`src/hdl/ber_enc_pkg.sv`:
```
// Shared types and codes for the BER integer/null TLV encoder.
package ber_enc_pkg;

  localparam logic [1:0] OP_SIGNED   = 2'd0;
  localparam logic [1:0] OP_UNSIGNED = 2'd1;
  localparam logic [1:0] OP_NULL     = 2'd2;
  localparam logic [1:0] OP_RSVD     = 2'd3;

  localparam logic [7:0] NULL_TAG_RESET = 8'h05;
  localparam logic [7:0] OCTET_ZERO     = 8'h00;
  localparam logic [7:0] OCTET_ONES     = 8'hFF;

  // content candidates: nine octets, most significant first
  localparam int CONT_OCTETS = 9;
  localparam int CONT_W      = CONT_OCTETS * 8;
  // tag + length + content
  localparam int FRAME_W     = CONT_W + 16;

  typedef struct packed {
    logic [1:0]  operation;
    logic [63:0] value;
    logic [7:0]  tag_octet;
  } ber_in_t;

  typedef struct packed {
    logic [7:0] out_octet;
    logic       last;
  } ber_out_t;

endpackage

```
`src/hdl/ber_integer_tlv_encoder.sv`:
```
// Top level: BER TLV encoder for signed, unsigned and null values.
//
// Each transaction (start high while busy is low) yields 2 to 11 octets on
// out_item, one per cycle, each marked by out_valid for one cycle, the final one
// with last set: null gives 2, signed 32-bit 3..6, unsigned 64-bit 3..11.
// The output serializer sends one octet a cycle, so an item occupies it until
// its last octet has gone out; an accepted item passes through stages A, B
// and C before the serializer loads it. A new item is taken while the previous
// one is still being sent, so encodings follow each other without gaps.
// The receiver cannot stall the output.
// Operation code 3 is accepted and produces nothing. A write on cfg_we and
// cfg_wdata sets the identifier octet sent for null values (reset 5).
module ber_integer_tlv_encoder (
  input  logic                  clk,
  input  logic                  rst_n,
  input  logic                  start,
  output logic                  busy,
  input  ber_enc_pkg::ber_in_t  in_item,
  output logic                  out_valid,
  output ber_enc_pkg::ber_out_t out_item,
  input  logic                  cfg_we,
  input  logic [7:0]            cfg_wdata
);
  import ber_enc_pkg::*;

  logic accept;

  // config
  logic [7:0] null_tag_r, null_tag_nxt;

  // stage A: captured input
  logic       va_r, va_nxt;
  ber_in_t    a_item_r, a_item_nxt;

  // stage B: content candidates and per-octet removable flags
  logic              vb_r, vb_nxt;
  logic [CONT_W-1:0] b_cont_r, b_cont_nxt;
  logic [7:0]        b_rm_r, b_rm_nxt;
  logic              b_null_r, b_null_nxt;
  logic [7:0]        b_tag_r, b_tag_nxt;

  // stage C: framed octets and count
  logic               vc_r, vc_nxt;
  logic [FRAME_W-1:0] c_frame_r, c_frame_nxt;
  logic [3:0]         c_cnt_r, c_cnt_nxt;

  // stage D: serializer
  logic [FRAME_W-1:0] sh_r, sh_nxt;
  logic [3:0]         rem_r, rem_nxt;

  logic d_load, c_take, b_take;

  // stage B combinational
  logic              neg;
  logic [7:0]        pad;
  logic [CONT_W-1:0] cont;
  logic [7:0]        rm;

  // stage C combinational
  logic [3:0]        first;
  logic              run;
  logic [3:0]        clen;
  logic [CONT_W-1:0] shifted;
  logic [7:0]        tag_sel;

  assign d_load = (rem_r <= 4'd1);
  assign c_take = !vc_r || d_load;
  assign b_take = !vb_r || c_take;
  assign busy   = va_r && !b_take;
  assign accept = start && !busy;

  always_comb begin
    null_tag_nxt = cfg_we ? cfg_wdata : null_tag_r;
  end

  // stage A
  always_comb begin
    va_nxt     = va_r;
    a_item_nxt = a_item_r;
    if (!busy) begin
      va_nxt     = accept && (in_item.operation != OP_RSVD);
      a_item_nxt = in_item;
    end
  end

  // stage B: one nine-octet view for both integer modes; signed mode gets
  // five sign octets in front, which the removal rule always strips
  always_comb begin
    neg = (a_item_r.operation == OP_SIGNED) && a_item_r.value[31];
    pad = neg ? OCTET_ONES : OCTET_ZERO;
    if (a_item_r.operation == OP_SIGNED) begin
      cont = {{5{pad}}, a_item_r.value[31:0]};
    end else begin
      cont = {OCTET_ZERO, a_item_r.value};
    end
    for (int i = 0; i < CONT_OCTETS - 1; i++) begin
      rm[i] = (cont[CONT_W-1-8*i -: 8] == pad) && (cont[CONT_W-1-8*(i+1)] == neg);
    end
  end

  always_comb begin
    vb_nxt     = vb_r;
    b_cont_nxt = b_cont_r;
    b_rm_nxt   = b_rm_r;
    b_null_nxt = b_null_r;
    b_tag_nxt  = b_tag_r;
    if (b_take) begin
      vb_nxt     = va_r;
      b_cont_nxt = cont;
      b_rm_nxt   = rm;
      b_null_nxt = (a_item_r.operation == OP_NULL);
      b_tag_nxt  = a_item_r.tag_octet;
    end
  end

  // stage C: count leading removable octets, left-justify content
  always_comb begin
    first = 4'd0;
    run   = 1'b1;
    for (int i = 0; i < CONT_OCTETS - 1; i++) begin
      run = run && b_rm_r[i];
      if (run) first = first + 4'd1;
    end
    clen    = b_null_r ? 4'd0 : 4'(CONT_OCTETS) - first;
    shifted = b_cont_r << {first, 3'b000};
    tag_sel = b_null_r ? null_tag_r : b_tag_r;
  end

  always_comb begin
    vc_nxt      = vc_r;
    c_frame_nxt = c_frame_r;
    c_cnt_nxt   = c_cnt_r;
    if (c_take) begin
      vc_nxt      = vb_r;
      c_frame_nxt = {tag_sel, 4'd0, clen, shifted};
      c_cnt_nxt   = clen + 4'd2;
    end
  end

  // stage D
  always_comb begin
    sh_nxt  = sh_r;
    rem_nxt = rem_r;
    if (d_load) begin
      sh_nxt  = c_frame_r;
      rem_nxt = vc_r ? c_cnt_r : 4'd0;
    end else begin
      sh_nxt  = sh_r << 8;
      rem_nxt = rem_r - 4'd1;
    end
  end

  always_ff @(posedge clk) begin
    if (!rst_n) begin
      null_tag_r <= NULL_TAG_RESET;
      va_r       <= 1'b0;
      vb_r       <= 1'b0;
      vc_r       <= 1'b0;
      rem_r      <= 4'd0;
    end else begin
      null_tag_r <= null_tag_nxt;
      va_r       <= va_nxt;
      vb_r       <= vb_nxt;
      vc_r       <= vc_nxt;
      rem_r      <= rem_nxt;
    end
  end

  always_ff @(posedge clk) begin
    a_item_r  <= a_item_nxt;
    b_cont_r  <= b_cont_nxt;
    b_rm_r    <= b_rm_nxt;
    b_null_r  <= b_null_nxt;
    b_tag_r   <= b_tag_nxt;
    c_frame_r <= c_frame_nxt;
    c_cnt_r   <= c_cnt_nxt;
    sh_r      <= sh_nxt;
  end

  assign out_valid          = (rem_r != 4'd0);
  assign out_item.out_octet = sh_r[FRAME_W-1 -: 8];
  assign out_item.last      = (rem_r == 4'd1);

  // an encoding is never broken off mid-way
  assert property (@(posedge clk) disable iff (!rst_n)
    out_valid && !out_item.last |=> out_valid)
    else $error("output gap inside an encoding");

  // serializer never holds more than the longest encoding
  assert property (@(posedge clk) disable iff (!rst_n)
    rem_r <= 4'd11)
    else $error("serializer count out of range");

  // busy is raised only while stages A, B and C are all full and the serializer is not loading
  assert property (@(posedge clk) disable iff (!rst_n)
    busy |-> va_r && vb_r && vc_r && !d_load)
    else $error("busy without a full pipeline");

endmodule
```
`config.mk`:
```
export PLATFORM = sky130hd
export DESIGN_NAME = ber_integer_tlv_encoder
export DESIGN_NICKNAME = d
export VERILOG_FILES = /design/src/hdl/ber_enc_pkg.sv /design/src/hdl/ber_integer_tlv_encoder.sv
export SDC_FILE = /design/constraint.sdc
export NUM_CORES = 1
export LEC_CHECK = 0
export ABC_AREA = 1
export BUFFER_PORTS_ARGS = -buffer_cell sky130_fd_sc_hd__buf_2
export CAP_MARGIN = 10
export CORE_MARGIN = 3
export CORE_UTILIZATION = 55
export DETAILED_ROUTE_END_ITERATION = 10
export GPL_TIMING_DRIVEN = 0
export PLACE_DENSITY = 0.83
export SYNTH_ARGS = -nofsm -noshare
export SYNTH_HDL_FRONTEND = slang
export SYNTH_SLANG_ARGS = --single-unit
```
`constraint.sdc`:
```
create_clock -name clk -period 14.98 [get_ports clk]
set_input_delay 1.498 -clock clk [delete_from_list [all_inputs] [get_ports clk]]
set_output_delay 1.498 -clock clk [all_outputs]
set_load 0.01 [all_outputs]
```
==> results.cfg, run 1 <==
[global_route]
grt.total_usage_pct = 24.3
grt_first_pass_wirelength_mm = 53.1
antenna_found_initial = 0
grt_pass1_vias = 10057
grt_max_degree = 72
overflow = 0

[setup_path]
crit_arrival_ns = 5.11
cp_max_fo = 10
critical_path_required_ns = 15.17
crit_path_end_kind = flop
critical_path_class = flop to flop
startpoint_type = flop

[final_layout]
fin_area_um2 = 16300
final_cell_mix = nand2_1, edfxtp_1, inv_1
fin_nets = 1680
layout_commonest_cell = nand2_1
regArea_um2 = 9360
post-route-util_pct = 65.7
n_fill_cell = 1830
diodes = 0
syn_to_final_growth_pct = 15.4
multi_input_area_um2 = 3940
stdcell_count = 1934
drive_above_1_share_pct = 12.9

[floorplanning]
fp.dieW_um = 166
boundaryPins = 97
fp.coreArea_um2 = 24700
rows = 57
die_area_um2 = 27600
die_h_um = 166
start_util_pct = 57.0

[sta]
min_period_ns = 4.92
hold_viol = 0
timing.fmax_mhz = 203
relSlewSlack_pct = 44.8
finClkSkew_ns = 0.0278
drv_slew = 0
setup_violations = 0
worstMarginPinSlew_ns = 0.824
tns_ns = 0
period_share_pct = 32.8
rsz0062_at_grt = false

[route]
finalWirelength_mm = 33.6
met2_length_mm = 16.1
routed.top_layer = met4
antenna_left = 0
dr.first_iter.drc_count = 1216
drcViolationCount = 0
via_count = 10281
met3WireLength_mm = 2.41
dr.pass1.iters = 6
routedWlPerCell_um = 17.4
drt-met1-wl_mm = 13.5
vias_per_cell = 5.32

[synth]
ys_ff_latch = 346
synthFlopType = edfxtp_1
syn_inst = 1450
synth-edff-count = 243
yosys_warnings = 0
syn_avg_cell_area_um2 = 9.72
ys_types = 37
syn-cell-area_um2 = 14100
yosysSeqAreaShare_pct = 66.4
synthArstFlopShare_pct = 0
syn_nets = 1545

[status]
outcome = finished, final reports clean

[placement]
dp_hpwl_mm = 25.0
place_area_um2 = 15100
placed_cells = 1872
io_buffers = 95
gp_congestion = 1.01

[power_and_ir_drop]
vdd_drop_max_mv = 0.175
power_leakage_nw = 7.51
power.total_mw = 2.78
power.density_nw_per_um2 = 171

[cts]
cts-resized-gates = 0
clock_sink_count = 346
post_cts_buffers = 0
cts.hold.buffers_added = 0
numCtsBuffers = 35
cts_buffer_depth = 3
clk_latency_ns = 0.52
cts_tree = done
cts_root_buf = clkbuf_16
htreeDepth = 2
path_clk_slew_ns = 0.06

[worst_hold_path]
hp-class = flop to flop

[run]
max_cap_violations = 0
sequential cells by signal, indices dropped and copies added, names as in the netlist:
| name | cells |
|---|---|
| vb_r | 1 |
| b_tag_r | 8 |
| c_cnt_r | 4 |
| null_tag_r | 8 |
| a_item_r | 74 |
| va_r | 1 |
| b_null_r | 1 |
| b_cont_r | 65 |
| b_rm_r | 8 |
| vc_r | 1 |
| rem_r | 4 |
| sh_r | 88 |
| c_frame_r | 83 |
power by group:
group / internal [mW] / switching, mW / total (mW) / leakage (nW)
combinational: 0.173 / 0.413 / 0.586 / 3.44
sequential: 1.22 / 0.0681 / 1.29 / 3.47
clock: 0.558 / 0.344 / 0.902 / 0.589
critical path, stage by stage (launching register included):
cell and delay (ns):
edfxtp_1 0.41, inv_1 0.07, nand2_1 0.04, nand2_1 0.20
inv_1 0.09, ha_1 0.27, o21ai_0 0.25, inv_1 0.08
ha_1 0.28, inv_1 0.06, nand3_1 0.10, nand2_1 0.12
inv_1 0.05, ha_1 0.27, nand2_1 0.09, nand2_1 0.06
ha_1 0.27, inv_1 0.07, nand2_1 0.06, and2_1 0.15
ha_1 0.27, nand2_1 0.12, nand2_2 0.15, clkbuf_1 0.23
o21ai_0 0.63, o21ai_1 0.23
per-layer routing:
layer | track usage (%) | vias to the layer above
met3 | 3.09 | 102
li1 | - | 4979
met2 | 40.9 | 488
met5 | 0 | -
met4 | 10.2 | 0
met1 | 32.1 | 4712
kinds of logic after synthesis:
logic type	share of synthesized area [%]
simple gates	21.3
flops	66.4
buf+inv	5.72
compound gates	5.55
fa+ha+maj	0.799
xor+xnor	0.249
area by class of cell:
| class | instances | area share (%) |
|---|---|---|
| Inverter | 121 | 2.81 |
| Multi-Input combinational cell | 912 | 24.2 |
| Sequential cell | 346 | 57.5 |
| Timing Repair Buffer | 98 | 3.38 |
| Clock buffer | 42 | 5.61 |
| Tap cell | 324 | 2.49 |
| Clock inverter | 20 | 1.78 |
| Buffer | 71 | 2.17 |
path summary, 6_finish.rpt:
| check | slack (ns) | cells past startpoint | startpoint | to |
|---|---|---|---|---|
| max | 10.06 | 25 | b_rm_r[2] | c_frame_r[51] |
| min | 0.42 | 0 | a_item_r[3] | b_tag_r[3] |
| max reg2reg | 10.06 | 25 | b_rm_r[2] | c_frame_r[51] |
| min reg2reg | 0.42 | 0 | a_item_r[3] | b_tag_r[3] |
synth_stat cells (9+ instances only):
library cell	number	area [µm²]
a21oi_1	11	55.1
buf_1	10	37.5
buf_2	13	65.1
buf_4	12	90.1
clkbuf_1	31	116
dfxtp_1	103	2060
edfxtp_1	243	7300
ha_1	9	113
inv_1	113	424
nand2_1	602	2260
nand3_1	30	150
nand4_1	10	62.6
nor2_1	72	270
nor3_1	10	50.1
o21ai_0	103	515
o21ai_1	23	115
per-stage QoR:
stage / worst slack, ns / hold slack [ns]
2_1_floorplan: 8.28 / 0.390
3_3_place_gp: 6.83 / 0.402
3_5_place_dp: 10.05 / 0.405
4_1_cts: 10.04 / 0.415
5_1_grt: 9.58 / 0.428
6_report: 10.06 / 0.418
Note: power is estimated with default switching activity, not from simulation.
==> run 2, diff against run 1 <==
==> constraint.sdc (replaced) <==
create_clock -name clk -period 4.7 [get_ports clk]
set_input_delay 0.47 -clock clk [delete_from_list [all_inputs] [get_ports clk]]
set_output_delay 0.47 -clock clk [all_outputs]
set_load 0.01 [all_outputs]
==> run 2 against run 1 <==
The run now ends with setup timing left; worst hold slack got worse by 0.29 ns; non-clock buffer count rose by 8; design area fell by 0.55%; global-route usage down 0.19 points; largest power group unchanged; sequential power increased to 3.2 times the previous value; count of clock-buffer cells in the layout up 3.
==> results.cfg, run 2 (same netlist as run 1, synthesis figures left out) <==
[status]
outcome = finished with violations
violations = setup timing

[setup_path]
cp_max_fo = 10
r2r-end = c_frame_r[43]
crit_arrival_ns = 4.95
reg2reg_slack_ns = -0.007
critical_path_required_ns = 4.95
critical_path_class = flop to flop
crit_path_end_kind = flop
timing.rr.start = b_rm_r[2]
startpoint_type = flop
reg2reg_depth = 27

[worst_hold_path]
holdCritStartpoint = in_item[51]
holdPathEnd = a_item_r[51]
whs_path_depth = 1
hp-class = input port to flop

[power_and_ir_drop]
power.total_mw = 8.41
power_leakage_nw = 7.44
power.density_nw_per_um2 = 520
vdd_drop_max_mv = 0.532

[route]
antenna_left = 0
dr.pass1.iters = 6
via_count = 10289
vias_per_cell = 5.31
finalWirelength_mm = 33.8
drcViolationCount = 0
dr.first_iter.drc_count = 1134
routedWlPerCell_um = 17.4

[sta]
finClkSkew_ns = 0.0240
hold_viol = 0
setup_violations = 1
tns_ns = -0.00668
period_share_pct = 100
min_period_ns = 4.71
drv_slew = 0
worstMarginPinSlew_ns = 0.945
setup_ws_ns = -0.00668
timing.fmax_mhz = 212
relSlewSlack_pct = 36.9

[final_layout]
fin_nets = 1687
drive_above_1_share_pct = 13.6
largest_register = sh_r
largest_register_ffs = 88
reg_top3 = sh_r (88), c_frame_r (83), a_item_r (74)
final_cell_mix = nand2_1, edfxtp_1, inv_1
stdcell_count = 1939
regArea_um2 = 9360
multi_input_area_um2 = 4000
syn_to_final_growth_pct = 14.7
diodes = 0
post-route-util_pct = 65.4
layout_commonest_cell = nand2_1
n_fill_cell = 1868

[floorplanning]
fp.coreArea_um2 = 24700
start_util_pct = 57.0
rows = 57
fp.dieW_um = 166
die_h_um = 166
die_area_um2 = 27600
boundaryPins = 97

[global_route]
grt.total_usage_pct = 24.1
grt_first_pass_wirelength_mm = 52.2
grt_pass1_vias = 9932
grt_max_degree = 90
overflow = 0
antenna_found_initial = 0

[cts]
htreeDepth = 2
path_clk_slew_ns = 0.06
cts_tree = done
cts_buffer_depth = 3
cts_root_buf = clkbuf_16
clk_latency_ns = 0.52
clock_sink_count = 346
numCtsBuffers = 34

[placement]
dp_hpwl_mm = 25.1
placed_cells = 1871
io_buffers = 95
dp_slack_ns = -0.155
gp_congestion = 0.965

[run]
max_cap_violations = 0
-- run 2: cell types whose count changed in the layout (fill, tap and decap cells not counted), moves of 3 or more --
cell	previous run	this run
buf_4	12	21
bufinv_16	7	0
nand2_1	601	597
clkinv_1	4	7
-- run 2: layout make-up --
| cell class | count | share of cell area [%] |
|---|---|---|
| buffer | 71 | 2.22 |
| clock buffer | 45 | 5.70 |
| clock inverter | 14 | 0.549 |
| inverter | 121 | 2.85 |
| multi-input combinational | 912 | 24.7 |
| sequential | 346 | 57.9 |
| tap | 324 | 2.51 |
| timing repair buffer | 106 | 3.60 |
-- run 2: worst max path at each step --
stage	start	to	slack, ns	depth (start not counted)
after floorplan	rem_r[0]	a_item_r[0]	0.02	8
after global placement	rem_r[0]	a_item_r[68]	-0.83	8
after detailed placement	b_rm_r[2]	c_cnt_r[3]	-0.16	31
after CTS	b_rm_r[2]	c_cnt_r[3]	0.03	31
after global routing	b_rm_r[2]	c_frame_r[43]	-0.06	27
final	b_rm_r[2]	c_frame_r[43]	-0.007	27
-- run 2: power breakdown --
group          switching, mW  internal, mW  leakage (nW)
sequential             0.216          3.90          3.47
clock                   1.07          1.39         0.494
combinational           1.28         0.553          3.47
total                   2.57          5.84          7.44
-- run 2: metal layers --
metal	up-vias	wire (µm)	track usage, %
met5	-	0	0
met4	0	1840	11.7
met3	105	2150	2.98
met2	465	16100	39.8
met1	4726	13700	31.8
li1	4993	-	-
-- run 2: stage by stage --
stage               area [µm²]  hold slack (ns)
floorplan                14100            0.390
global placement         15000            0.403
detailed placement       15100            0.406
CTS                      16100            0.116
global route             16200            0.116
finish                   16200            0.123
-- run 2: worst max-delay path: stages, from the launching register on --
cell and delay (ns):
edfxtp_1 0.38, inv_1 0.09, nand2_2 0.07, nand2_4 0.11, inv_1 0.06, ha_1 0.30
o21ai_2 0.13, inv_1 0.06, ha_1 0.26, inv_1 0.07, nand3_2 0.10, nand2_2 0.09
inv_1 0.05, ha_1 0.28, nand2_1 0.08, nand2_1 0.06, ha_1 0.31, inv_2 0.06
nand2_1 0.06, and2_1 0.15, ha_1 0.30, nand2_2 0.12, nand2_4 0.08, buf_4 0.17
buf_1 0.23, nor2_1 0.23, inv_1 0.11, o21ai_0 0.40
-- run 2: what timing repair did --
action	CTS	global route
pin swaps	2	10
setup endpoints to repair	9	18
gates resized for setup	5	12
buffers inserted	2	7
hold buffers	0	0
==> run 3, diff against run 2 <==
--- a/config.mk
+++ b/config.mk
@@ -9,10 +9,10 @@
 export BUFFER_PORTS_ARGS = -buffer_cell sky130_fd_sc_hd__buf_2
 export CAP_MARGIN = 10
 export CORE_MARGIN = 3
-export CORE_UTILIZATION = 55
+export CORE_UTILIZATION = 60
 export DETAILED_ROUTE_END_ITERATION = 10
 export GPL_TIMING_DRIVEN = 0
-export PLACE_DENSITY = 0.83
+export PLACE_DENSITY = 0.88
 export SYNTH_ARGS = -nofsm -noshare
 export SYNTH_HDL_FRONTEND = slang
 export SYNTH_SLANG_ARGS = --single-unit
==> run 3 against run 2 <==
The flow now finishes without violations; die area decreased by 8.0%; fmax rose by 3.1%; clock power increased by 12%; design area grew 0.55%; global-route usage is 3.2 points higher; via count increased by 1.5%; sequential cell count did not move.
==> results.cfg, run 3 (same netlist as run 1, synthesis figures left out) <==
[cts]
cts_root_buf = clkbuf_16
numCtsBuffers = 35
cts_buffer_depth = 3
cts_tree = done
htreeDepth = 2
clock_sink_count = 346
path_clk_slew_ns = 0.07
cts.hold.buffers_added = 0
clk_latency_ns = 0.53

[placement]
gp_congestion = 0.964
io_buffers = 95
dp_hpwl_mm = 25.1
dp_slack_ns = -0.326
placed_cells = 1860

[route]
met2_length_mm = 17.5
met3WireLength_mm = 2.46
finalWirelength_mm = 35.1
routedWlPerCell_um = 18.2
dr.pass1.iters = 8
drcViolationCount = 0
vias_per_cell = 5.43
antenna_left = 0
dr.first_iter.drc_count = 1154
drt-met1-wl_mm = 13.5
via_count = 10441
routed.top_layer = met4

[final_layout]
drive_above_1_share_pct = 13.8
largest_register_ffs = 88
largest_register = sh_r
diodes = 0
post-route-util_pct = 71.2
stdcell_count = 1924
fin_nets = 1682
n_fill_cell = 1598
layout_commonest_cell = nand2_1
reg_top3 = sh_r (88), c_frame_r (83), a_item_r (74)
final_cell_mix = nand2_1, edfxtp_1, inv_1
syn_to_final_growth_pct = 15.4

[floorplanning]
fp.dieW_um = 159
die_area_um2 = 25400
start_util_pct = 61.7
fp.coreArea_um2 = 22800
boundaryPins = 97
die_h_um = 159
rows = 55

[sta]
worstMarginPinSlew_ns = 0.853
setup_ws_ns = 0.134
hold_viol = 0
min_period_ns = 4.57
finClkSkew_ns = 0.0337
timing.fmax_mhz = 219
setup_violations = 0
rsz0062_at_grt = true
period_share_pct = 97.2
drv_slew = 0
relSlewSlack_pct = 42.9

[setup_path]
critical_path_required_ns = 4.93
setup.worst_path.end = c_frame_r[51]
reg2reg_slack_ns = 0.13
reg2reg_depth = 24
crit_arrival_ns = 4.80
startpoint_type = flop
r2r-end = c_frame_r[51]
critical_path_class = flop to flop
worstSetupStartpoint = b_rm_r[0]
cp_max_fo = 10
timing.rr.start = b_rm_r[0]
crit_path_end_kind = flop

[power_and_ir_drop]
vdd_drop_max_mv = 0.394
power_leakage_nw = 7.49
power.density_nw_per_um2 = 539

[global_route]
overflow = 0
grt.total_usage_pct = 27.2
antenna_found_initial = 0
grt_max_degree = 90
grt_pass1_vias = 10205
grt_first_pass_wirelength_mm = 53.8

[worst_hold_path]
hp-class = input port to flop

[status]
outcome = finished, final reports clean

[run]
max_cap_violations = 0
-- run 3: worst min-delay path by stage --
stage / start / to / slack, ns / cells past startpoint
after detailed placement: sh_r[69] / sh_r[77] / 0.41 / 2
after global placement: sh_r[71] / sh_r[79] / 0.40 / 2
after global routing: in_item[10] / a_item_r[10] / 0.1 / 1
after CTS: in_item[16] / a_item_r[16] / 0.1 / 1
final: in_item[16] / a_item_r[16] / 0.11 / 1
after floorplan: sh_r[68] / sh_r[76] / 0.39 / 2
-- run 3: what timing repair did --
action	CTS	global route
pin swaps	2	6
endpoints found under the setup margin	19	59
resized for setup	6	23
setup buffers	1	4
-- run 3: cell type report --
cell class                      count  area (µm²)  share of cell area, %
Clock buffer                       43         957                   5.88
Clock inverter                     18         179                   1.10
Inverter                          121         467                   2.87
Tap cell                          313         392                   2.41
Timing Repair Buffer              102         553                   3.40
Multi-Input combinational cell    912        4010                   24.7
Sequential cell                   346        9360                   57.5
Buffer                             69         347                   2.13
-- run 3: power by group --
part / internal, mW / switching (mW)
Combinational: 0.553 / 1.34
Sequential: 3.90 / 0.220
Clock: 1.62 / 1.14
Total: 6.07 / 2.70
-- run 3: metal layers --
metal / GRT usage (%) / up-vias
met2: 46.8 / 554
li1: - / 4983
met1: 34.7 / 4803
met3: 3.51 / 101
met5: 0 / -
met4: 12.7 / 0
-- run 3: stage by stage --
stage                     hold slack [ns]  cell area (µm²)  power (mW)  TNS, ns
after floorplan                     0.390            14100        5.31        0
after global placement              0.397            15000        5.86   -60.55
after detailed placement            0.406            15000        5.98    -1.42
after CTS                          0.0959            16200        8.75        0
after global routing                0.100            16300        9.18   -0.650
final                               0.108            16300        8.76        0
-- run 3: critical path, cell delays in order, from the launching register on --
cell      delay [ns]
edfxtp_1        0.47
nand2_4         0.14
inv_1           0.09
ha_1            0.33
o21ai_2         0.16
inv_1           0.07
ha_1            0.27
inv_1           0.09
nand3_2         0.09
nand2_2         0.10
inv_1           0.05
ha_1            0.29
nand2_2         0.08
nand2_1         0.06
ha_1            0.27
inv_1           0.07
nand2_1         0.07
and2_1          0.15
ha_1            0.29
nand2_2         0.11
nand2_4         0.09
buf_4           0.18
clkbuf_1        0.22
o21ai_1         0.40
o21ai_1         0.15
